`src/design/aes_sb_pkg.sv`:
```
// Package with GF(2^8) arithmetic and affine maps for the AES byte substitution.
package aes_sb_pkg;

    // Low byte of the reduction polynomial x^8+x^4+x^3+x+1
    localparam logic [7:0] POLY_LOW  = 8'h1B;
    localparam logic [7:0] FWD_CONST = 8'h63;
    localparam logic [7:0] INV_CONST = 8'h05;

    // Direction codes carried on tuser
    localparam logic OP_FWD = 1'b0;
    localparam logic OP_INV = 1'b1;

    // Shift-and-add multiply, reduced by the AES polynomial
    function automatic logic [7:0] gf_mul(input logic [7:0] a, input logic [7:0] b);
        logic [7:0] acc;
        logic [7:0] aa;
        acc = 8'h00;
        aa  = a;
        for (int i = 0; i < 8; i++) begin
            if (b[i]) begin
                acc = acc ^ aa;
            end
            aa = {aa[6:0], 1'b0} ^ (aa[7] ? POLY_LOW : 8'h00);
        end
        return acc;
    endfunction

    // Squaring is linear over GF(2): spread bits to even positions, then reduce
    function automatic logic [7:0] gf_sq(input logic [7:0] a);
        logic [14:0] s;
        s = 15'h0000;
        for (int i = 0; i < 8; i++) begin
            s[2*i] = a[i];
        end
        for (int k = 14; k >= 8; k--) begin
            s = s ^ ({15{s[k]}} & ({6'd0, 1'b1, POLY_LOW} << (k - 8)));
        end
        return s[7:0];
    endfunction

    // Rotate a byte left by a constant amount (1..7)
    function automatic logic [7:0] rotl8(input logic [7:0] b, input int n);
        logic [7:0] lo;
        logic [7:0] hi;
        lo = b << n;
        hi = b >> (8 - n);
        return lo | hi;
    endfunction

    function automatic logic [7:0] fwd_affine(input logic [7:0] b);
        return b ^ rotl8(b, 1) ^ rotl8(b, 2) ^ rotl8(b, 3) ^ rotl8(b, 4) ^ FWD_CONST;
    endfunction

    function automatic logic [7:0] inv_affine(input logic [7:0] b);
        return rotl8(b, 1) ^ rotl8(b, 3) ^ rotl8(b, 6) ^ INV_CONST;
    endfunction

endpackage

```
`src/design/aes_sbox_forward_inverse.sv`:
```
// AES forward / inverse S-box as a four-stage pipeline with per-stage flow control.
//
// Usage:
//   Input stream (s_axis_*): one byte in tdata[7:0], direction in tuser[0]
//   (0 = SubBytes, 1 = InvSubBytes). A transfer happens when tvalid and
//   tready are both high.
//   Output stream (m_axis_*): substituted byte in tdata[7:0].
//   Each byte passes four registered stages on its way to the output; while
//   the receiver holds m_axis_tready high, one byte can enter every cycle, so
//   sustained throughput is 1 byte/cycle. The field inverse is computed as
//   a^254 by an addition chain: stage 1 applies the inverse affine map for
//   InvSubBytes and forms a^3, stage 2 forms a^15 and a^14, stage 3 forms
//   a^254, and stage 4 applies the forward affine map for SubBytes only.
//   Each stage has its own valid bit and takes a new item whenever it is
//   empty or its downstream stage moves, so bubbles are squeezed out.
//   When the receiver holds m_axis_tready low, the output byte holds and
//   upstream stages fill; s_axis_tready drops only once all four are full.
//   Nothing is lost or repeated.
//   Reset (aresetn low, synchronous) empties all stages; the block keeps no
//   other state.
module aes_sbox_forward_inverse
    import aes_sb_pkg::*;
(
    input  logic       aclk,
    input  logic       aresetn,
    input  logic       s_axis_tvalid,
    output logic       s_axis_tready,
    input  logic [7:0] s_axis_tdata,   // [7:0] data_in
    input  logic [0:0] s_axis_tuser,   // [0] op
    output logic       m_axis_tvalid,
    input  logic       m_axis_tready,
    output logic [7:0] m_axis_tdata    // [7:0] data_out
);

    // Stage valid bits
    logic v1_reg, v2_reg, v3_reg, v4_reg;
    // Stage payloads
    logic       op1_reg, op2_reg, op3_reg;
    logic [7:0] b1_reg, a3_reg;
    logic [7:0] a15_reg, a14_reg;
    logic [7:0] inv_reg;
    logic [7:0] out_reg;

    // Stage advance: take new data when empty or when the next stage moves
    logic rdy1, rdy2, rdy3, rdy4;
    assign rdy4 = !v4_reg || m_axis_tready;
    assign rdy3 = !v3_reg || rdy4;
    assign rdy2 = !v2_reg || rdy3;
    assign rdy1 = !v1_reg || rdy2;

    // Stage 1: inverse affine for InvSubBytes, then a^3
    logic [7:0] b1_next, a3_next;
    always_comb begin
        b1_next = (s_axis_tuser[0] == OP_INV) ? inv_affine(s_axis_tdata) : s_axis_tdata;
        a3_next = gf_mul(gf_sq(b1_next), b1_next);
    end

    // Stage 2: a^12 = (a^3)^4, a^15 = a^12 * a^3, a^14 = a^12 * a^2
    logic [7:0] a12_w, a15_next, a14_next;
    always_comb begin
        a12_w    = gf_sq(gf_sq(a3_reg));
        a15_next = gf_mul(a12_w, a3_reg);
        a14_next = gf_mul(a12_w, gf_sq(b1_reg));
    end

    // Stage 3: a^254 = (a^15)^16 * a^14
    logic [7:0] inv_next;
    always_comb begin
        inv_next = gf_mul(gf_sq(gf_sq(gf_sq(gf_sq(a15_reg)))), a14_reg);
    end

    // Stage 4: forward affine map unless inverse direction
    logic [7:0] out_next;
    always_comb begin
        out_next = (op3_reg == OP_INV) ? inv_reg : fwd_affine(inv_reg);
    end

    // Valid bits
    always_ff @(posedge aclk) begin
        if (!aresetn) begin
            v1_reg <= 1'b0;
            v2_reg <= 1'b0;
            v3_reg <= 1'b0;
            v4_reg <= 1'b0;
        end else begin
            if (rdy1) v1_reg <= s_axis_tvalid;
            if (rdy2) v2_reg <= v1_reg;
            if (rdy3) v3_reg <= v2_reg;
            if (rdy4) v4_reg <= v3_reg;
        end
    end

    // Payload registers, no reset
    always_ff @(posedge aclk) begin
        if (rdy1) begin
            op1_reg <= s_axis_tuser[0];
            b1_reg  <= b1_next;
            a3_reg  <= a3_next;
        end
        if (rdy2) begin
            op2_reg <= op1_reg;
            a15_reg <= a15_next;
            a14_reg <= a14_next;
        end
        if (rdy3) begin
            op3_reg <= op2_reg;
            inv_reg <= inv_next;
        end
        if (rdy4) begin
            out_reg <= out_next;
        end
    end

    assign s_axis_tready = rdy1;
    assign m_axis_tvalid = v4_reg;
    assign m_axis_tdata  = out_reg;

endmodule

```
`config.mk`:
```
export PLATFORM = sky130hd
export DESIGN_NAME = aes_sbox_forward_inverse
export DESIGN_NICKNAME = d
export VERILOG_FILES = /design/src/design/aes_sb_pkg.sv /design/src/design/aes_sbox_forward_inverse.sv
export SDC_FILE = /design/constraint.sdc
export NUM_CORES = 1
export LEC_CHECK = 0
export ABC_AREA = 1
export BUFFER_PORTS_ARGS = -buffer_cell sky130_fd_sc_hd__buf_2
export CORE_UTILIZATION = 50
export DETAILED_ROUTE_END_ITERATION = 7
export PLACE_DENSITY = 0.62
export SYNTH_ARGS = -nofsm -noshare
export SYNTH_HDL_FRONTEND = slang
export SYNTH_SLANG_ARGS = --single-unit
```
`constraint.sdc`:
```
create_clock -name aclk -period 8.55 [get_ports aclk]
set_clock_uncertainty 0.05 [all_clocks]
set_input_delay 1.2825 -clock aclk [delete_from_list [all_inputs] [get_ports aclk]]
set_output_delay 1.2825 -clock aclk [all_outputs]
set_load 0.02 [all_outputs]
```
==> Yosys cells after proc, flatten, opt, wreduce, memory -nomap -nowiden <==
Cells that the tools add are included.
Widths: inputs -> output; s select.
{ "op_classes": {"add_sub_neg": 0, "mul": 0, "div_mod_pow": 0, "order_cmp": 0, "n_eq_ne": 0, "shift": 0, "mux": 55, "n_bitwise": 120, "reduce_logical": 8} }
{ "ops": {"columns": ["op", "count"], "rows": [
  ["$mux 8", 34],
  ["$xor 8x8->8", 34],
  ["$xor 8x5->8", 29],
  ["$mux 5", 21],
  ["$xor 13x1->13 const B", 8],
  ["$xor 13x11->13", 8],
  ["$xor 12x9->12", 8],
  ["$xor 11x8->11", 8],
  ["$xor 10x7->10", 8],
  ["$xor 9x6->9", 8],
  ["$or 8x1->8", 2],
  ["$or 8x3->8", 2],
  ["$or 8x2->8", 1],
  ["$or 8x4->8", 1],
  ["$or 8x6->8", 1],
  ["$logic_not 1->1", 4],
  ["$logic_or 1x1->1", 4],
  ["$not 4->4", 1],
  ["$not 2->2", 1]
]} }
{ "word_totals": {"register_bits": 55, "latch_bits": 0, "ram_bits": 0, "romBits": 0, "output_inout_bits": 10, "wordCells": 196, "n_memories": 0} }

==> Logic depth before layout (Yosys ltp) <==
Gate-level depths: netlist (run 1).
{ "logic_depth": {"word_depth": 44, "mapped_depth": 26, "depth_no_buf": 25} }

==> Worst setup path before layout (run 1) <==
Ideal clock, no wire load.
{ "synth_timing": {"path_kind": "in2out", "startpoint": "input port m_axis_tready", "endpoint": "output port s_axis_tready", "t_arrival_ns": 2.468, "slack_ns": 4.749, "path_stages": 6, "cell_sequence": "nor2_1 > inv_1 > nor2_1 > inv_1 > nor2_1 > nand2_1"} }
{ "synth_between": {"elab_chain_len": 4} }
{ "synth_rtl": {"columns": ["element", "line", "text"], "rows": [
  ["from (decl)", "aes_sbox_forward_inverse.sv:31", "input logic m_axis_tready,"],
  ["$logic_or 1x1->1", "aes_sbox_forward_inverse.sv:46", "assign rdy4 = !v4_reg || m_axis_tready;"],
  ["net rdy4", "aes_sbox_forward_inverse.sv:45", "logic rdy1, rdy2, rdy3, rdy4;"],
  ["$logic_or 1x1->1", "aes_sbox_forward_inverse.sv:47", "assign rdy3 = !v3_reg || rdy4;"],
  ["net rdy3", "aes_sbox_forward_inverse.sv:45", null],
  ["$logic_or 1x1->1", "aes_sbox_forward_inverse.sv:48", "assign rdy2 = !v2_reg || rdy3;"],
  ["$logic_or 1x1->1", "aes_sbox_forward_inverse.sv:49", "assign rdy1 = !v1_reg || rdy2;"],
  ["to (decl)", "aes_sbox_forward_inverse.sv:27", "output logic s_axis_tready,"]
]} }
The timed path passes the listed nets, and every way through them passes these cells.

==> Final worst setup path (run 1) <==
{ "layout_timing": {"startpoint": "input port s_axis_tuser", "endpoint": "register a3_reg[4] (data pin)"} }
{ "layout_between": {"elab_chain_len": 24, "word_cells_on_any_way": 37, "cone_classes": "16 x mux; 21 x bitwise"} }
{ "layout_rtl": {"columns": ["element", "line", "text"], "rows": [
  ["from (decl)", "aes_sbox_forward_inverse.sv:29", "input logic [0:0] s_axis_tuser,"],
  ["$mux 8 *", "aes_sbox_forward_inverse.sv:54", "b1_next = (s_axis_tuser[0] == OP_INV) ? inv_affine(s_axis_tdata) : s_axis_tdata;"],
  ["$xor 13x11->13", "aes_sb_pkg.sv:36", "s = s ^ ({15{s[k]}} & ({6'd0, 1'b1, POLY_LOW} << (k - 8)));"],
  ["$xor 13x1->13", "aes_sb_pkg.sv:36", null],
  ["$xor 12x9->12", "aes_sb_pkg.sv:36", null],
  ["$xor 11x8->11", "aes_sb_pkg.sv:36", null],
  ["$xor 10x7->10", "aes_sb_pkg.sv:36", null],
  ["$xor 9x6->9", "aes_sb_pkg.sv:36", null],
  ["$xor 8x5->8", "aes_sb_pkg.sv:36", null],
  ["[... 9 more ...]", null, null],
  ["$mux 8", "aes_sb_pkg.sv:20", "if (b[i]) begin"],
  ["$xor 8x8->8", "aes_sb_pkg.sv:21", "acc = acc ^ aa;"],
  ["$mux 8", "aes_sb_pkg.sv:20", null],
  ["$xor 8x8->8", "aes_sb_pkg.sv:21", null],
  ["$mux 8", "aes_sb_pkg.sv:20", null],
  ["$xor 8x8->8", "aes_sb_pkg.sv:21", null],
  ["$mux 8 *", "aes_sb_pkg.sv:20", null],
  ["net a3_next[4]", "aes_sbox_forward_inverse.sv:52", "logic [7:0] b1_next, a3_next;"],
  ["to (signal assigned)", "aes_sbox_forward_inverse.sv:98", "a3_reg <= a3_next;"],
  ["to (decl)", "aes_sbox_forward_inverse.sv:39", "logic [7:0] b1_reg, a3_reg;"]
]} }
The timed path passes the listed nets; every way through them passes the cells marked *.
A chain may end at the register's enable or synchronous reset.

==> results of run 1 <==
## stage by stage
| stage | utilization, % | worst slack, ps | hold slack (ps) |
|---|---|---|---|
| 2_1_floorplan | - | 4749 | 350.3 |
| 3_3_place_gp | 53.02 | 4143 | 352.7 |
| 3_5_place_dp | 53.02 | 4133 | 359.0 |
| 4_1_cts | 53.97 | 4417 | 371.7 |
| 5_1_grt | 53.97 | 4028 | 386.3 |
| 6_report | 53.97 | 4382 | 369.1 |
## final cells by class
cell class	instances	area [sq um]	area share, %
sequential	55	1612	18.66
multi-input combinational	1103	5876	68.04
clock inverter	3	27.53	0.3187
inverter	160	600.6	6.955
tap	216	270.3	3.130
clock buffer	5	125.1	1.449
timing repair buffer	24	125.1	1.449
## worst max path at each step
stage | startpoint | end | slack, ps | depth (start not counted)
final | s_axis_tuser | a3_reg[4] | 4380 | 16
after global routing | s_axis_tuser | a3_reg[4] | 4030 | 16
after CTS | m_axis_tready | s_axis_tready | 4420 | 9
after detailed placement | s_axis_tuser | a3_reg[4] | 4130 | 16
after global placement | s_axis_tuser | a3_reg[4] | 4140 | 16
after floorplan | m_axis_tready | s_axis_tready | 4750 | 6
## layer usage
layer	vias to the layer above	part of all wire (%)
met5	-	0
met4	0	1.3
met3	21	4.0
met2	150	47
met1	3462	47
li1	4171	-
## kinds of logic (layout without fill, tap and decap cells)
group	count (synthesis)	in the layout	synth area share (%)
simple gates	846	846	43.87
xor+xnor	203	203	22.99
buf+inv	184	192	9.196
flops	55	55	19.54
compound gates	53	53	4.249
fa+ha+maj	1	1	0.1517
## cell usage after synthesis, types with 3 or more instances
library cell / instances / area, sq um
a21oi_1: 5 / 25.02
nand2_2: 49 / 306.5
xnor2_1: 69 / 604.3
dfxtp_1: 4 / 80.08
buf_2: 6 / 30.03
clkbuf_1: 8 / 30.03
o21bai_1: 4 / 30.03
nor2_1: 126 / 473.0
nand2_1: 496 / 1862
inv_1: 138 / 518.0
o21ai_0: 12 / 60.06
o21ai_2: 8 / 70.07
xor2_1: 124 / 1086
inv_2: 22 / 82.58
buf_4: 4 / 30.03
nand4_1: 12 / 75.07
nor2_2: 4 / 25.02
nand3b_1: 19 / 142.6
or2_1: 9 / 56.30
buf_6: 6 / 67.56
xnor2_2: 3 / 48.80
o22ai_1: 5 / 31.28
edfxtp_1: 51 / 1531
or2_2: 6 / 37.54
nand3_1: 120 / 600.6
o21ai_1: 11 / 55.05
## critical path, delay by kind of cell
kind	cells	cell delay [ps]
buffers and inverters	4	740
and+or+nand+nor	8	710
adders and majority gates	1	300
xor gates and xnor gates	2	510
AOI/OAI and AO/OA	1	640
==> impl_results.md, run 1 <==
* Placed Cells at 1558
* Number of synthesized flops with an enable pin at around 50
* Crit path cell chain: buf_2 > inv_1 > o21ai_2 > xnor2_1 > ha_1 > inv_1 > xor2_1 > inv_2 > nand2_1 > nand2_1 > nor2_1 > nand3_1 > nand2_1 > nand2_1 > nand3_1 > nand2_1
* Setup TNS Final at 0 ps
* CP required at 8560 ps
* Fmax at 239.9 MHz
* Final ANT Viol Nets at 0
* Arrival time worst endpoint at around 4200 ps
* Total grt overflow at 0
* Starting Density at 51.53%
* WS Path Type: in2reg
* Met2 track demand over resource at between 40% and 50%
* Slew HR at 44.29%
* RSZ-0062 raised after global routing: no
* Gp weighted congestion at approximately 0.93
* Hold EP: op3_reg
* Reg2Reg Depth at 17
* Commonest non-fill, non-tap cells in the layout: nand2_1, inv_1, nor2_1
* I/O pins at 23
* Library cells used by synthesis at 42
* Worst Setup End Kind: flop
* Detailed Route WL at 20360 um
* Crit share post-route at about 49%
* Status: finished clean
* Worst-path clk slew at 80 ps
* Final hold vios at 0
* Clk root buf: clkbuf_16
* DRT iter0 DRCs at between 400 and 500
* Synth Register Bits at 55
* Most used DFF post-synth: edfxtp_1
* Critical Path Fanout Max at 15
* Diode count at 0
* Initial antenna violation count at 0
* Vias per cell at 4.983
* Commonest non-fill, non-tap cell in the layout: nand2_1
* Hold Crit Depth at 0
* GRT Max-Usage Layer: met2
* Number of global-route vias before repair at 6912
* Post-placement cell area at roughly 8500 sq um
* CTS tree: built
* CTS buffer count at 5
* Sequential fraction of the synthesis area at 19.54%
* Die X at 130.4 um
* Largest net degree at the start of global routing at 20
* # hold bufs at CTS at 0
* Syn Nets at between 1000 and 1500
* Hold Crit Class: reg2reg
* First-pass GRT wire length at ~34000 um
* GR Util met1 at 34.01%
* FFs w/ async S/R, synth at 0%
* Slowest Stage Delay on Critical Path at ~640 ps
* Worst r2r src: a3_reg[7]
* Post-route cell area at 8636 sq um
* Clk_lat worst skew at approximately 310 ps
* Die area at 17010 sq um
* R2r endpoint: a14_reg[1]
* Syn Area/Cell at approximately 6.1 sq um
* Nets at 1363
* Fillcell total at 1707
* Die H at between 100 and 150 um
* Reg2reg setup slack at 4730 ps
* Least-Margin Pin Slew at just over 800 ps
* Fin cells at roughly 1600
* Worst path most repeated cell: nand2_1
* Drt first pass iters at 5
* Hold Crit Start: op2_reg
* Setup Buffers After CTS at 0
* Clk sinks at 55
* Syn Std Cell Area at 8245 sq um
* CTS resizes at 0
* Core Region at 16000 sq um
* H-tree depth at 2
* Layout area overhead at 4.734%
* Max Slew Vio Count at 0
* Post-DP HPWL at ~16000 um
* Max Cap Viol at 0
* Residual DRC at 0
* Clk buf depth at 2
* Via count at 7804
* CP startpoint kind: input pin
* WL/cell at 13.00 um
* Share of post-route cells with drive strength above 1 at 9.852%
* IO buf count at 22
* Row cnt at 46
* Ys Warns at 0
* Slowest CP cell: o21ai_2
* Final-report setup violation count at 0
* Gr usage total at 24.97%
* Min cycle time layout at 4168 ps
* M3 GR Usage at 2.362%
* Syn Inst Count at 1342
Power of run 1 is not shown: default switching activity piles up to over one toggle a cycle in this logic, so the estimate is an artifact.
==> run 2, diff against run 1 <==
Settings changed: ABC_AREA 1 to 0, PLACE_DENSITY 0.62 to 0.65.
Clock period 8.55 ns to 3.8 ns, I/O delays scaled along.
==> impl_results.md, run 2 <==
* Area contributors post-synth: xnor2_1, edfxtp_1, xor2_1, nand2_1, a21oi_1
* Final hold vios at 0
* WP buf/inv at 0
* Critical path depth at 8
* GRT Max-Usage Layer: met2
* Commonest non-fill, non-tap cells in the layout: xnor2_1, nand2_1, nor2_1
* Worst-path clk slew at 80 ps
* CP required at 3780 ps
* Kind of cell adding the most delay to the critical path: XOR/XNOR gates
* Syn Nets at between 1000 and 1500
* Fillcell total at 1616
* Post-Synth XOR/XNOR Area at 33.39%
* Drt first pass iters at 5
* Fmax at 309.0 MHz
* Vias per cell at between 5 and 6
* WL/cell at about 17 um
* CTS buffer count at 5
* Final ANT Viol Nets at 0
* CP startpoint kind: flop
* IO buf count at 22
* Syn Area/Cell at 7.670 sq um
* CTS resizes at 0
* Starting Density at 51.80%
* Area share of and/or/nand/nor cells after synthesis at 17.25%
* Row cnt at 47
* Most used DFF post-synth: edfxtp_1
* CTS tree: built
* Die X at 133.8 um
* Initial antenna violation count at 0
* I/O pins at 23
* GR Util met1 at 37.77%
* Register area at 1612 sq um
* DRT iter0 DRCs at 748
* Count leader, synth: xnor2_1
* Crit share post-route at 85.18%
* Slew HR at 37.72%
* Number of global-route vias before repair at 7357
* Hold Crit Class: reg2reg
* Synth Area in Compound Gates at 20.80%
* Setup Buffers After CTS at 0
* Status: finished clean
* Clk root buf: clkbuf_16
* Slowest Stage Delay on Critical Path at 610 ps
* Total grt overflow at 0
* Post-DP HPWL at 16660 um
* Synthesized-area fraction occupied by adder cells at 0.3747%
* FFs w/ async S/R, synth at 0%
* RSZ-0062 raised after global routing: no
* Clk_lat worst skew at 310 ps
* H-tree depth at 2
* Via count at 7982
* Die H at 133.8 um
* Final-report setup violation count at 0
* Gr usage total at 26.53%
* Least-Margin Pin Slew at just over 900 ps
* Core Region at 16760 sq um
* Multi-input logic area at approximately 6600 sq um
* Nets at 1127
* Setup TNS Final at 0 ps
* Reg2Reg Depth at 8
* Commonest non-fill, non-tap cell in the layout: xnor2_1
* Number of synthesized flops with an enable pin at slightly above 50
* Syn Inst Count at 1132
* Arrival time worst endpoint at 3220 ps
* Ys Warns at 0
* Layout area overhead at 6.010%
* Max Slew Vio Count at 0
* Gp weighted congestion at 0.9130
* Most common library cells after synthesis: xnor2_1, nand2_1, nor2_1, a21oi_1, xor2_1
* Slowest CP cell: xnor3_2
* Residual DRC at 0
* Sequential fraction of the synthesis area at a little under a fifth
* Max Cap Viol at 0
* WS Path Type: reg2reg
* Share of the synthesized area in the top cell type at 20.78%
* Largest net degree at the start of global routing at 36
* Clk buf depth at 2
* Library cells used by synthesis at between 70 and 80
* Diode count at 0
* M3 GR Usage at 3.137%
* Share of post-route cells with drive strength above 1 at 9.695%
* Detailed Route WL at 23020 um
* Hold Crit Depth at 0
* Die area at 17900 sq um
* Syn Std Cell Area at slightly below 9000 sq um
* # hold bufs at CTS at 0
* Critical Path Fanout Max at 17
* Synth Register Bits at 55
* Post-synth top area cell: xnor2_1
* Worst Setup End Kind: flop
* First-pass GRT wire length at 38140 um
* Largest family of logic cells by synthesized area: XOR/XNOR gates
* Met2 track demand over resource at 42.75%
* Clk sinks at 55
* Mux contribution to synthesized area at 3.646%
* Crit path cell chain: xnor2_4 > xnor3_2 > a21oi_1 > o22ai_1 > a221oi_1 > nor2_1 > a211oi_1 > xor2_1
* Min cycle time layout at 3237 ps
==> run 2: cell types whose count changed in the layout (fill, tap and decap cells not counted), sizes merged, moves of 25 or more <==
| cell | delta |
|---|---|
| o21ai | +25 |
| inv | -143 |
| nor3 | +26 |
| nand3 | -94 |
| nand2 | -396 |
| nor2 | -26 |
| xor2 | -56 |
| a21oi | +77 |
| buf | +51 |
| mux2i | +26 |
| xnor2 | +138 |
==> run 2: worst paths after layout <==
kind                  start  slack [ps]    endpoint
setup / recovery  a3_reg[5]         560  a14_reg[6]
hold / removal      op2_reg         380     op3_reg
setup reg to reg  a3_reg[5]         560  a14_reg[6]
hold reg to reg     op2_reg         380     op3_reg
==> run 2: routing by layer <==
metal	wire length, um	share of wire, %	up-vias
met5	0	0	-
met4	328	1.4	0
met3	1441	6.3	26
met2	10600	46	268
met1	10650	46	3776
li1	-	-	3912
==> run 2: final cells by class <==
cell class | instances | share of cell area [%]
well taps | 220 | 2.991
inverters | 21 | 0.8564
repair buffers | 75 | 5.655
clock inverters | 3 | 0.3670
clock buffers | 5 | 1.359
flip-flops and latches | 55 | 17.51
multi-input cells | 955 | 71.26
==> run 2: stage by stage <==
stage / std cells / worst slack [ps] / instance area [sq um] / utilization (%) / hold slack, ps
floorplan: 1132 / 163.7 / 8682 / - / 350.3
global placement: 1326 / 461.3 / 9045 / 53.97 / 353.1
detailed placement: 1326 / 415.5 / 9045 / 53.97 / 367.3
CTS: 1334 / 625.1 / 9204 / 54.92 / 380.4
global route: 1334 / 401.5 / 9204 / 54.92 / 384.3
finish: 1334 / 563.2 / 9204 / 54.92 / 382.0
==> run 2: cell families (layout without fill, tap and decap cells) <==
kind of cell	after synthesis	count (layout)
and+or+nand+nor	349	349
xor gates and xnor gates	297	297
AOI/OAI and AO/OA	279	279
buffers and inverters	122	104
DFF	55	55
muxes	27	27
adders and majority gates	3	3
==> run 2: worst register-to-register path: cells and delay by family, from the launching register on <==
family           cells  cell delay [ps]
AO/OA/AOI/OAI        4             1090
AND/OR/NAND/NOR      1               70
XOR/XNOR             3             1200
flip-flops           1              540
Power of run 2 is left out for the same reason.
